### config.mk
export PLATFORM = sky130hd
export DESIGN_NAME = left_neighbour_dpcm_codec
export DESIGN_NICKNAME = d
export VERILOG_FILES = /design/src/hdl/lndc_pkg.sv /design/src/hdl/left_neighbour_dpcm_codec.sv /design/src/hdl/lndc_cfg_regs.sv /design/src/hdl/lndc_predictor.sv
export SDC_FILE = /design/constraint.sdc
export NUM_CORES = 1
export LEC_CHECK = 0
export ABC_AREA = 1
export CORE_MARGIN = 2
export CORE_UTILIZATION = 33
export CTS_CLUSTER_DIAMETER = 30
export DETAILED_ROUTE_END_ITERATION = 8
export DONT_BUFFER_PORTS = 1
export PLACE_DENSITY = 0.57
export SETUP_SLACK_MARGIN = 0.05
export SYNTH_ARGS = -nofsm -noshare
export SYNTH_HDL_FRONTEND = slang
export SYNTH_HIERARCHICAL = 1
export SYNTH_SLANG_ARGS = --single-unit
### constraint.sdc
create_clock -name clk -period 12 [get_ports clk]
set_input_delay 1.2 -clock clk [delete_from_list [all_inputs] [get_ports clk]]
set_output_delay 1.2 -clock clk [all_outputs]
set_load 0.02 [all_outputs]
### src/hdl/lndc_pkg.sv
package lndc_pkg;

    localparam int MAX_DEPTH  = 16;
    localparam int MAX_LINE   = 4096;

    localparam int DATA_W     = MAX_DEPTH;
    localparam int DEPTH_W    = 5;
    localparam int LINE_W     = 13;
    localparam int COL_W      = 12;
    localparam int CFG_IDX_W  = 2;
    localparam int CFG_DATA_W = 13;

    // Register indexes
    localparam logic [CFG_IDX_W-1:0] REG_BIT_DEPTH    = 2'd0;
    localparam logic [CFG_IDX_W-1:0] REG_LINE_WIDTH   = 2'd1;
    localparam logic [CFG_IDX_W-1:0] REG_INVERSE_MODE = 2'd2;

    // Reset values
    localparam logic [DEPTH_W-1:0] BIT_DEPTH_RST  = 5'd8;
    localparam logic [LINE_W-1:0]  LINE_WIDTH_RST = 13'd640;

    // Effective configuration as seen by the datapath
    typedef struct packed {
        logic [DATA_W-1:0] mask;
        logic [DATA_W-1:0] half;
        logic [LINE_W-1:0] width;
        logic              inverse;
    } cfg_t;

endpackage

### src/hdl/left_neighbour_dpcm_codec.sv
// Left-neighbour DPCM codec, one sample per request in raster order. Each sample passes an
// input register and an output register, where its result is captured as the request advances,
// and one request is taken every cycle while the output is not stalled. The predictor
// is zero at a plane start, the sample above at column 0 of later rows, and the left
// neighbour elsewhere; forward mode emits (sample - pred + half) mod 2^depth, inverse mode
// emits (pred + residual - half) mod 2^depth. Depth and line width are clamped to 1..16 and
// 1..4096. Write configuration only while no request is in flight.
module left_neighbour_dpcm_codec
(
    input  logic                             clk,
    input  logic                             rst_n,
    input  logic                             cfg_write,
    input  logic [lndc_pkg::CFG_IDX_W-1:0]   cfg_index,
    input  logic [lndc_pkg::CFG_DATA_W-1:0]  cfg_data,
    input  logic                             in_valid,
    output logic                             in_stall,
    input  logic [lndc_pkg::DATA_W-1:0]      sample_in,
    input  logic                             plane_start,
    output logic                             out_valid,
    input  logic                             out_stall,
    output logic [lndc_pkg::DATA_W-1:0]      sample_out
);

    lndc_pkg::cfg_t cfg;

    logic                        s1_valid_reg;
    logic                        s1_valid_next;
    logic [lndc_pkg::DATA_W-1:0] s1_sample_reg;
    logic                        s1_start_reg;
    logic                        out_valid_reg;
    logic                        out_valid_next;
    logic [lndc_pkg::DATA_W-1:0] out_sample_reg;
    logic [lndc_pkg::DATA_W-1:0] result;
    logic                        accept;
    logic                        advance;

    lndc_cfg_regs u_cfg
    (
        .clk       (clk),
        .rst_n     (rst_n),
        .cfg_write (cfg_write),
        .cfg_index (cfg_index),
        .cfg_data  (cfg_data),
        .cfg       (cfg)
    );

    lndc_predictor u_pred
    (
        .clk     (clk),
        .rst_n   (rst_n),
        .advance (advance),
        .sample  (s1_sample_reg),
        .start   (s1_start_reg),
        .cfg     (cfg),
        .result  (result)
    );

    // Move the held request forward whenever the output slot is free or being taken
    assign advance  = s1_valid_reg && (!out_valid_reg || !out_stall);
    assign in_stall = s1_valid_reg && !advance;
    assign accept   = in_valid && !in_stall;

    always_comb
    begin
        if (accept)
            s1_valid_next = 1'b1;
        else if (advance)
            s1_valid_next = 1'b0;
        else
            s1_valid_next = s1_valid_reg;

        if (advance)
            out_valid_next = 1'b1;
        else if (!out_stall)
            out_valid_next = 1'b0;
        else
            out_valid_next = out_valid_reg;
    end

    // Hold valid flags
    always_ff @(posedge clk or negedge rst_n)
    begin
        if (!rst_n)
        begin
            s1_valid_reg  <= 1'b0;
            out_valid_reg <= 1'b0;
        end
        else
        begin
            s1_valid_reg  <= s1_valid_next;
            out_valid_reg <= out_valid_next;
        end
    end

    // Capture payloads
    always_ff @(posedge clk)
    begin
        if (accept)
        begin
            s1_sample_reg <= sample_in;
            s1_start_reg  <= plane_start;
        end
        if (advance)
        begin
            out_sample_reg <= result;
        end
    end

    assign out_valid  = out_valid_reg;
    assign sample_out = out_sample_reg;

endmodule

### src/hdl/lndc_cfg_regs.sv
module lndc_cfg_regs
(
    input  logic                             clk,
    input  logic                             rst_n,
    input  logic                             cfg_write,
    input  logic [lndc_pkg::CFG_IDX_W-1:0]   cfg_index,
    input  logic [lndc_pkg::CFG_DATA_W-1:0]  cfg_data,
    output lndc_pkg::cfg_t                   cfg
);

    logic [lndc_pkg::DEPTH_W-1:0] depth_reg;
    logic [lndc_pkg::LINE_W-1:0]  width_reg;
    logic                         inverse_reg;
    logic [lndc_pkg::DEPTH_W-1:0] depth_eff;

    // Decode register writes
    always_ff @(posedge clk or negedge rst_n)
    begin
        if (!rst_n)
        begin
            depth_reg   <= lndc_pkg::BIT_DEPTH_RST;
            width_reg   <= lndc_pkg::LINE_WIDTH_RST;
            inverse_reg <= 1'b0;
        end
        else if (cfg_write)
        begin
            unique case (cfg_index)
                lndc_pkg::REG_BIT_DEPTH:
                begin
                    depth_reg <= cfg_data[lndc_pkg::DEPTH_W-1:0];
                end
                lndc_pkg::REG_LINE_WIDTH:
                begin
                    width_reg <= cfg_data[lndc_pkg::LINE_W-1:0];
                end
                lndc_pkg::REG_INVERSE_MODE:
                begin
                    inverse_reg <= cfg_data[0];
                end
                default:
                begin
                    // unmapped index: drop the write
                end
            endcase
        end
    end

    // Clamp depth and width into their legal ranges
    always_comb
    begin
        if (depth_reg == '0)
            depth_eff = lndc_pkg::DEPTH_W'(1);
        else if (depth_reg > lndc_pkg::DEPTH_W'(lndc_pkg::MAX_DEPTH))
            depth_eff = lndc_pkg::DEPTH_W'(lndc_pkg::MAX_DEPTH);
        else
            depth_eff = depth_reg;

        cfg.mask = lndc_pkg::DATA_W'(((lndc_pkg::DATA_W+1)'(1) << depth_eff)
                                     - (lndc_pkg::DATA_W+1)'(1));
        cfg.half = lndc_pkg::DATA_W'((lndc_pkg::DATA_W+1)'(1)
                                     << (depth_eff - lndc_pkg::DEPTH_W'(1)));

        if (width_reg == '0)
            cfg.width = lndc_pkg::LINE_W'(1);
        else if (width_reg > lndc_pkg::LINE_W'(lndc_pkg::MAX_LINE))
            cfg.width = lndc_pkg::LINE_W'(lndc_pkg::MAX_LINE);
        else
            cfg.width = width_reg;

        cfg.inverse = inverse_reg;
    end

endmodule

### src/hdl/lndc_predictor.sv
module lndc_predictor
(
    input  logic                           clk,
    input  logic                           rst_n,
    input  logic                           advance,
    input  logic [lndc_pkg::DATA_W-1:0]    sample,
    input  logic                           start,
    input  lndc_pkg::cfg_t                 cfg,
    output logic [lndc_pkg::DATA_W-1:0]    result
);

    logic [lndc_pkg::DATA_W-1:0] left_reg;
    logic [lndc_pkg::DATA_W-1:0] left_next;
    logic [lndc_pkg::DATA_W-1:0] row_first_reg;
    logic [lndc_pkg::DATA_W-1:0] row_first_next;
    logic [lndc_pkg::COL_W-1:0]  col_reg;
    logic [lndc_pkg::COL_W-1:0]  col_next;
    logic                        first_row_reg;
    logic                        first_row_next;

    logic [lndc_pkg::COL_W-1:0]  col_cur;
    logic                        first_row_cur;
    logic [lndc_pkg::DATA_W-1:0] x;
    logic [lndc_pkg::DATA_W-1:0] pred;
    logic [lndc_pkg::LINE_W-1:0] col_inc;

    // Predict, code and work out the next position
    always_comb
    begin
        col_cur       = start ? '0 : col_reg;
        first_row_cur = start ? 1'b1 : first_row_reg;
        x             = sample & cfg.mask;

        if (col_cur == '0)
            pred = first_row_cur ? '0 : (row_first_reg & cfg.mask);
        else
            pred = left_reg & cfg.mask;

        if (cfg.inverse)
        begin
            left_next = (pred + x - cfg.half) & cfg.mask;
            result    = left_next;
        end
        else
        begin
            left_next = x;
            result    = (x - pred + cfg.half) & cfg.mask;
        end

        row_first_next = (col_cur == '0) ? left_next : row_first_reg;

        col_inc = lndc_pkg::LINE_W'(col_cur) + lndc_pkg::LINE_W'(1);
        if (col_inc >= cfg.width)
        begin
            col_next       = '0;
            first_row_next = 1'b0;
        end
        else
        begin
            col_next       = col_inc[lndc_pkg::COL_W-1:0];
            first_row_next = first_row_cur;
        end
    end

    // Advance the plane position on each coded sample
    always_ff @(posedge clk or negedge rst_n)
    begin
        if (!rst_n)
        begin
            left_reg      <= '0;
            row_first_reg <= '0;
            col_reg       <= '0;
            first_row_reg <= 1'b1;
        end
        else if (advance)
        begin
            left_reg      <= left_next;
            row_first_reg <= row_first_next;
            col_reg       <= col_next;
            first_row_reg <= first_row_next;
        end
    end

endmodule

==> results of run 1 <==
==> layout make-up <==
| class | instances | area (um^2) | share of cell area, % |
|---|---|---|---|
| multi-input combinational | 733 | 4418 | 51.71 |
| timing repair buffer | 3 | 22.52 | 0.2636 |
| inverter | 200 | 753.2 | 8.815 |
| clock inverter | 7 | 78.83 | 0.9225 |
| sequential | 99 | 2648 | 30.99 |
| tap | 319 | 399.1 | 4.671 |
| clock buffer | 9 | 225.2 | 2.636 |
==> kinds of logic after synthesis <==
kind of cell | Yosys count | share of synthesized area [%]
other | 1 | 0.04714
AND/OR/NAND/NOR | 462 | 25.95
buffers and inverters | 229 | 11.37
multiplexers | 3 | 0.4246
XOR/XNOR | 17 | 1.872
AO/OA/AOI/OAI | 171 | 11.95
flip-flops | 99 | 33.28
adder cells (fa/ha/maj) | 78 | 15.10
==> layout by cell type (no fill, tap or decap), types with 5 or more instances in the layout <==
cell | Yosys | layout
nor3_2 | 8 | 8
nor3_1 | 16 | 16
xnor2_1 | 5 | 5
xor2_1 | 12 | 12
o21ai_0 | 63 | 63
nand4_1 | 14 | 14
edfxtp_1 | 33 | 33
nand3b_1 | 6 | 6
nand2_1 | 250 | 250
clkbuf_16 | 0 | 9
nand3_1 | 71 | 71
dfrtp_1 | 62 | 62
ha_1 | 48 | 48
nor2_2 | 9 | 9
inv_1 | 191 | 191
nor2_1 | 71 | 71
o31ai_1 | 11 | 11
fa_1 | 30 | 30
o211ai_1 | 9 | 9
a21o_1 | 6 | 6
inv_2 | 6 | 6
a21oi_1 | 71 | 70
==> worst paths after layout <==
kind | start | end | slack [ns] | cells past startpoint
max | u_cfg/depth_reg[2] | sample_out[11] | 7.07 | 20
min | u_pred/row_first_reg[0] | u_pred/row_first_reg[0] | 0.48 | 2
max reg2reg | u_cfg/depth_reg[2] | sample_out[11] | 7.07 | 20
min reg2reg | u_pred/row_first_reg[0] | u_pred/row_first_reg[0] | 0.48 | 2
max in group asynchronous | rst_n | u_cfg/width_reg[7] | 11.25 | 0
min in group asynchronous | rst_n | u_pred/col_reg[9] | 0.53 | 0
==> power by group <==
| part | switching, W | total [W] | internal (W) |
|---|---|---|---|
| clock network | 0.000152 | 0.000300 | 0.000148 |
| logic | 0.000618 | 0.000931 | 0.000313 |
| registers | 0.0000683 | 0.000509 | 0.000440 |
==> cells in the mapped netlist, types with 11 or more instances <==
| master | count |
|---|---|
| edfxtp_1 | 33 |
| nand4_1 | 14 |
| ha_1 | 48 |
| nor3_1 | 16 |
| a21oi_1 | 71 |
| o31ai_1 | 11 |
| clkbuf_1 | 17 |
| nand3_1 | 71 |
| inv_1 | 191 |
| dfrtp_1 | 62 |
| nand2_1 | 250 |
| nor2_1 | 71 |
| xor2_1 | 12 |
| fa_1 | 30 |
| o21ai_0 | 63 |
==> stage by stage <==
stage	hold slack (ns)	power, W	util (%)	setup slack, ns	std cells
6_report	0.4810	0.001740	36.29	7.070	1370
5_1_grt	0.5051	0.001909	36.29	6.551	1370
4_1_cts	0.4859	0.001739	36.29	7.174	1370
3_5_place_dp	0.4642	0.001427	35.00	7.183	1354
3_3_place_gp	0.4604	0.001418	35.00	7.175	1354
2_1_floorplan	0.4422	0.001208	-	8.045	1061
==> critical path: stages (launching register included) <==
cell and delay [ns]:
dfrtp_1 0.53, nor2_1 0.33, a21oi_1 0.11, nor2_1 0.09, nand3_1 0.12, ha_1 0.26
nand3_1 0.13, xor2_1 0.35, inv_1 0.17, nor3_1 0.35, fa_1 0.47, inv_1 0.12
ha_1 0.29, a21oi_1 0.30, nor2_1 0.07, nor2_1 0.08, a21boi_0 0.41, inv_1 0.14
nand2_1 0.09, nand3_1 0.06, o21ai_0 0.26
==> layer usage <==
metal / up-vias / GRT usage, %
met5: - / 0
met4: 2 / 4.793
met3: 26 / 3.308
met2: 179 / 27.49
met1: 3094 / 23.16
li1: 3364 / -
==> metrics.txt, run 1 <==
status finished, final reports clean; worst path required time approximately 12 ns; Synth Cell Area between 7000 and 8000 um^2; startpoint types flop; initial antenna violation count 1; Post-synth EDFFs 33; Cell Pwr Density 203.6 nW/um^2; Metal-1 WL between 9 and 10 mm; Slew Limit Headroom about a quarter; DR vias 6665; final period utilization between 40% and 50%; Die ar. between 20000 and 30000 um^2; worst skew pair latency approximately 0.36 ns; htree depth 3; post-CTS sizing 0; CTS tree done; worst clock skew between 0.01 and 0.015 ns; minimum clock period about 4.9 ns; final instance area roughly 8500 um^2; fraction of registers with async set/reset between 60% and 70%; vias in the first global route approximately 6600; Max Freq 0.2029 GHz; WL/cell between 15 and 20 um; crit path capture type flop; Finish-stage setup viols 0; num rows 56; largest net degree at the start of global routing between 60 and 70; Yosys reg bits 99; IO Port Bufs 0; Yosys top cell area share 19.50%; Placer Congestion 0.8863; worst-margin pin slew around 1.1 ns; YS warnings 6; Slew Viols, Final 0; top sig layer met5; Root Driver clkbuf_16; final hold violations 0; Routed met2 length ~9.5 mm; Tot GR Track Use between 10% and 20%; mean area per synthesized cell about 7.5 um^2; drt pass-1 iters 6; register area share after synthesis between 30% and 40%; Fin Setup TNS 0 ns; antenna diode count 0; Worst Path Arrival slightly above 5 ns; first-pass GRT wire length 34.31 mm; Crit Path Max Fanout 12; CTS Hold Buffers Added 0; WL final approximately 21 mm; GR Overflow Total 0; residual DRC count 0; RSZ-0062 raised after global routing no; Lkg Pwr ~4.3 nW; area delta synth->final 7.408%; MaxCap Viol Count 0; final net count around 1200; post-CTS setup buffers 0; Starting Density between 30% and 40%; WL met3 around 1.1 mm; 1st-iter DRT viols ~600; top cells by area, synth dfrtp_1 20%, edfxtp_1 12%, nand2_1 12%, inv_1 9.0%, fa_1 7.5%; Tightest Hold Check Type flop to flop; Die Width about 160 um; Die Ht approximately 160 um; VDD IR-drop max 0.08473 mV; Longest Clk Path Bufs 2; Post-DP Area a little over 8000 um^2; Num Clock Sinks 99; layout cell share with drive strength beyond 1 6.280%; CTS Buf Count 9; clock-pin slew on the worst setup and hold paths roughly 0.08 ns; Top FF cell, synth dfrtp_1; core footprint around 24000 um^2; Yosys top cell by area dfrtp_1; Final HPWL DP ~16 mm; synthesized instance count between 1000 and 1500; Avg Vias per Cell approximately 5; WS Path Type flop to flop; post-synthesis cell type count 46; FILL cells 2551; remaining antenna violation count 0; I/O pin count between 50 and 60
No activity file was read; power rests on OpenSTA's default activity.
==> inputs of run 2 (changes only) <==
==> constraint.sdc (replaced) <==
create_clock -name clk -period 5.1 [get_ports clk]
set_input_delay 0.51 -clock clk [delete_from_list [all_inputs] [get_ports clk]]
set_output_delay 0.51 -clock clk [all_outputs]
set_load 0.02 [all_outputs]
==> run 2 against run 1 <==
Total power increased by 140%; critical path depth increased by 3; critical path type unchanged; clock power increased to 2.5 times the previous value.
==> metrics.txt, run 2 (same netlist as run 1, synthesis figures left out) <==
post-CTS setup buffers 0; WL/cell 15.01 um; crit path capture type flop; CP Buf/Inv Count 5; IO Port Bufs 0; sw frac between 40% and 50%; final net count about 1200; I/O pin count 55; CTS Buf Count 9; FILL cells 2539; largest net degree at the start of global routing 67; Avg Vias per Cell about 4.8; antenna diode count 0; 1st-iter DRT viols around 380; P_int about 0.0022 W; Starting Density 33.79%; placed insts 1362; DR vias between 6000 and 7000; Max Freq roughly 0.21 GHz; vias in the first global route 6557; Num Clock Sinks 99; area delta synth->final 8.698%; Root Driver clkbuf_16; clock-pin slew on the worst setup and hold paths 0.08 ns; final hold violations 0; layout cell share with drive strength beyond 1 just over 7%; P_sw around 0.002 W; Die ar. roughly 25000 um^2; residual DRC count 0; first-pass GRT wire length 33.92 mm; commonest non-fill, non-tap cells in the layout 250 x nand2_1, 191 x inv_1, 71 x nor2_1, 71 x nand3_1, 70 x a21oi_1; Die Ht 159.3 um; num rows 56; CTS tree done; cell mode on critical path inv_1; Tot GR Track Use approximately 17%; Cell Chain, Critical Path nor2_1 -> a21oi_1 -> nor2_1 -> nand3_1 -> ha_1 -> inv_1 -> xor2_1 -> inv_1 -> nor3_1 -> fa_1 -> inv_1 -> ha_1 -> a21oi_1 -> nand2_1 -> inv_1 -> o21bai_1 -> nand2_1 -> nand2_1 -> a21boi_1 -> inv_1 -> nand2_1 -> nand3_1 -> o21ai_0; VDD IR-drop max ~0.15 mV; worst skew pair latency 0.36 ns; drt pass-1 iters 5; htree depth 3; Fin Setup TNS 0 ns; Tightest Hold Check Type input port to async pin; worst clock skew ~0.0068 ns; clock share of power a little under a fifth; RSZ-0062 raised after global routing no; Cell Pwr Density ~480 nW/um^2; remaining antenna violation count 0; startpoint types flop; Lkg Pwr between 4 and 5 nW; status finished, final reports clean; Power Total ~0.0042 W; Crit Path Max Fanout 8; Slew Viols, Final 0; WS Path Type flop to flop; worst-margin pin slew 0.8462 ns; Die Width between 150 and 200 um; Worst Path Arrival slightly below 5 ns; MaxCap Viol Count 0; Slew Limit Headroom a little over two fifths; Sequential Power Share roughly 29%; minimum clock period 4.662 ns; FF/Latch Area approximately 2600 um^2; CP max stage delay between 0.4 and 0.5 ns; WL final roughly 21 mm; Longest Clk Path Bufs 2; Final HPWL DP around 16 mm; Finish-stage setup viols 0; Placer Congestion 0.8809; area of the multi-input gates 4418 um^2; combinational share of power 53.3%; worst path required time approximately 5.3 ns; commonest non-fill, non-tap cell in the layout nand2_1; core footprint 23540 um^2; initial antenna violation count 1; Layout Cells excl Fill 1379; GR Overflow Total 0; Crit-path slowest cell dfrtp_1; CP delay by family, top simple AND/OR/NAND/NOR gates; final period utilization ~91%
==> run 2: area by class of cell <==
| cell class | count | area share, % |
|---|---|---|
| Multi-Input combinational cell | 733 | 51.09 |
| Sequential cell | 99 | 30.62 |
| Inverter | 200 | 8.711 |
| Tap cell | 319 | 4.616 |
| Clock buffer | 9 | 2.605 |
| Timing Repair Buffer | 12 | 1.273 |
| Clock inverter | 7 | 1.085 |
==> run 2: per-layer routing <==
metal,GRT usage [%],up-vias,wire [um]
li1,-,3375,-
met1,22.84,3085,9905
met2,27.19,155,9389
met3,3.282,34,947
met4,5.207,0,458
met5,0,-,0
==> run 2: power by group through the flow <==
stage | clock [W] | combinational (W) | sequential (W)
finish | 0.000752 | 0.00222 | 0.00119
detailed placement | 0 | 0.00218 | 0.00121
floorplan | 0 | 0.00167 | 0.00117
global placement | 0 | 0.00217 | 0.00120
CTS | 0.000785 | 0.00221 | 0.00119
global route | 0.000809 | 0.00255 | 0.00121
==> run 2: per-stage QoR <==
stage	hold WS, ns	utilization, %	setup WS, ns	instance area, um^2
2_1_floorplan	0.2144	-	1.145	7959
3_3_place_gp	0.2174	35.26	0.4968	8300
3_5_place_dp	0.2173	35.26	0.3716	8300
4_1_cts	0.02407	36.73	0.3441	8647
5_1_grt	0.02974	36.73	0.06279	8647
6_report	0.007382	36.73	0.4377	8647
==> run 2: final timing paths <==
kind / startpoint / end / slack, ns / cells after the start
max in group asynchronous: rst_n / u_cfg/width_reg[9] / 4.74 / 1
hold reg to reg: u_pred/row_first_reg[10] / u_pred/row_first_reg[10] / 0.48 / 2
setup reg to reg: u_cfg/depth_reg[1] / sample_out[11] / 0.44 / 23
hold / removal: rst_n / s1_valid_reg / 0.007 / 1
min in group clk: sample_in[12] / s1_sample_reg[12] / 0.24 / 0
setup / recovery: u_cfg/depth_reg[1] / sample_out[11] / 0.44 / 23
==> run 2: what timing repair did <==
action | 4_1_cts | 5_1_grt
hold buffers | 1 | 0
gates resized for setup | 0 | 2
hold endpoints to repair | 66 | 0
endpoints found under the setup margin | 0 | 4
==> inputs of run 3 (changes only) <==
--- a/config.mk
+++ b/config.mk
@@ -6,12 +6,12 @@
 export NUM_CORES = 1
 export LEC_CHECK = 0
 export ABC_AREA = 1
+export CORE_ASPECT_RATIO = 0.6
 export CORE_MARGIN = 2
 export CORE_UTILIZATION = 33
 export CTS_CLUSTER_DIAMETER = 30
 export DETAILED_ROUTE_END_ITERATION = 8
 export DONT_BUFFER_PORTS = 1
-export PLACE_DENSITY = 0.57
 export SETUP_SLACK_MARGIN = 0.05
 export SYNTH_ARGS = -nofsm -noshare
 export SYNTH_HDL_FRONTEND = slang
==> constraint.sdc (replaced) <==
create_clock -name clk -period 4.8 [get_ports clk]
set_input_delay 0.48 -clock clk [delete_from_list [all_inputs] [get_ports clk]]
set_output_delay 0.48 -clock clk [all_outputs]
set_load 0.02 [all_outputs]
==> run 3 against run 2 <==
First-iteration DRC count grew 97%; global-route usage increased by 2.1 points; clock skew up 0.012 ns; core utilization is 0.69 points higher; worst hold slack improved by 0.18 ns; critical path depth down 1; sequential share of layout area decreased by 0.39 points; count of clock-buffer cells in the layout up 1; register-to-register slack worse by 0.03 ns; setup slack got worse by 0.035 ns; cell area is 1.3% higher; critical endpoint is now sample_out[9]; highest routed layer unchanged.
==> metrics.txt, run 3 (same netlist as run 1, synthesis figures left out) <==
WS Path Type flop to flop; clock-pin slew on the worst setup and hold paths 0.08 ns; Layout Cells excl Fill roughly 1400; initial antenna violation count 1; VDD IR-drop max 0.3315 mV; I/O pin count 55; GR Overflow Total 0; vias in the first global route 6595; Fin Setup TNS 0 ns; drt pass-1 iters 5; post-CTS setup buffers 0; status finished, final reports clean; WL/cell roughly 17 um; worst-margin pin slew between 1 and 1.5 ns; final period utilization 91.60%; Finish-stage setup viols 0; Longest Clk Path Bufs 2; 1st-iter DRT viols 755; Slew Limit Headroom roughly a third; residual DRC count 0; startpoint types flop; num rows 43; Post-DP Area between 8000 and 9000 um^2; IO Port Bufs 0; Die Width 204.4 um; Avg Vias per Cell 5.061; RSZ-0062 raised after global routing no; DR vias approximately 7000; remaining antenna violation count 0; Slew Viols, Final 0; core footprint around 23000 um^2; worst clock skew 0.01906 ns; placed insts about 1400; Die Ht 124.3 um; crit path capture type flop; Placer Congestion roughly 0.9; largest net degree at the start of global routing between 60 and 70; first-pass GRT wire length ~37 mm; Cell Pwr Density 523.6 nW/um^2; Crit Path Max Fanout 13; Die ar. 25410 um^2; layout cell share with drive strength beyond 1 9.065%; Root Driver clkbuf_16; Lkg Pwr 4.442 nW; commonest non-fill, non-tap cells in the layout 248 x nand2_1, 191 x inv_1, 71 x nand3_1, 70 x nor2_1, 68 x a21oi_1; area delta synth->final 10.10%; WL final around 23 mm; final net count approximately 1200; CTS tree done; Tot GR Track Use a little under a fifth; final hold violations 0; Final Util 37.42%; Max Freq roughly 0.23 GHz; worst skew pair latency 0.38 ns; Worst Path Arrival 4.52 ns; CTS Buf Count 9; Num Clock Sinks between 90 and 100; commonest non-fill, non-tap cell in the layout nand2_1; MaxCap Viol Count 0; reg-to-reg slack, setup 0.40 ns; Tightest Hold Check Type input port to flop; minimum clock period between 4 and 5 ns; htree depth 3; Final HPWL DP 17.30 mm; final instance area a little under 9000 um^2; Starting Density between 30% and 40%; worst path required time approximately 4.9 ns
[run 3: changes by cell type in the layout (fill, tap and decap cells not counted), moves of 2 or more]
cell / before / now
nor3_2: 8 / 11
nand2_2: 4 / 6
xor2_1: 12 / 10
buf_4: 11 / 20
a21oi_2: 0 / 2
a21oi_1: 70 / 68
nand2_1: 250 / 248
nor3_1: 16 / 13
[run 3: path summary, 6_finish.rpt]
kind,from,to,cells after the start
max reg2reg,u_cfg/depth_reg[3],sample_out[9],22
max,u_cfg/depth_reg[3],sample_out[9],22
max in group asynchronous,rst_n,u_cfg/width_reg[7],2
min in group asynchronous,rst_n,u_pred/left_reg[11],2
min reg2reg,u_pred/row_first_reg[1],u_pred/row_first_reg[1],2
min,sample_in[10],s1_sample_reg[10],0
[run 3: layer usage]
| layer | wire length (um) | up-vias | GRT usage [%] | share of wire (%) |
|---|---|---|---|---|
| met1 | 11520 | 3307 | 29.23 | 50 |
| met3 | 2517 | 21 | 6.489 | 11 |
| li1 | - | 3401 | - | - |
| met4 | 232 | 0 | 3.964 | 1.0 |
| met5 | 0 | - | 0 | 0 |
| met2 | 8874 | 286 | 24.95 | 38 |
[run 3: layout make-up]
class | instances | area, um^2
antenna | 1 | 2.502
clock inverter | 6 | 47.55
multi-input combinational | 733 | 4497
timing repair buffer | 22 | 187.7
sequential | 99 | 2648
tap | 315 | 394.1
inverter | 200 | 753.2
clock buffer | 10 | 229.0
fill | 2449 | 14650
[run 3: power by group]
group	switching, W	total, W	internal, W
logic	0.00173	0.00259	0.000861
clock network	0.000377	0.000735	0.000358
registers	0.000162	0.00126	0.00110
[run 3: timing repair]
action	in CTS	in global routing
hold buffers	2	0
gates resized for setup	0	19
setup endpoints to repair	0	21
endpoints found under the hold margin	66	0
[run 3: worst max-delay path, cell delays in order (launching register included)]
cell and delay (ns):
dfstp_2 0.54, inv_2 0.11, nor2_4 0.16, inv_2 0.09
nand3_1 0.12, ha_1 0.20, inv_1 0.08, xor2_1 0.16
buf_4 0.15, inv_1 0.11, nor3_2 0.08, fa_1 0.51
inv_1 0.06, ha_1 0.37, nand2_1 0.07, o21ai_1 0.27
inv_1 0.07, o21bai_1 0.41, nand2_1 0.11, nand3_1 0.13
a21oi_1 0.08, nand3_1 0.15, o21ai_0 0.11
[run 3: through the flow]
stage	total power, W	setup slack (ns)	hold slack (ns)
final	0.004586	0.4031	0.1847
after global routing	0.004986	0.05021	0.1686
after CTS	0.004493	0.2329	0.1586
after detailed placement	0.003704	0.2492	0.1862
after global placement	0.003688	0.3418	0.1862
after floorplan	0.003021	0.8446	0.1844
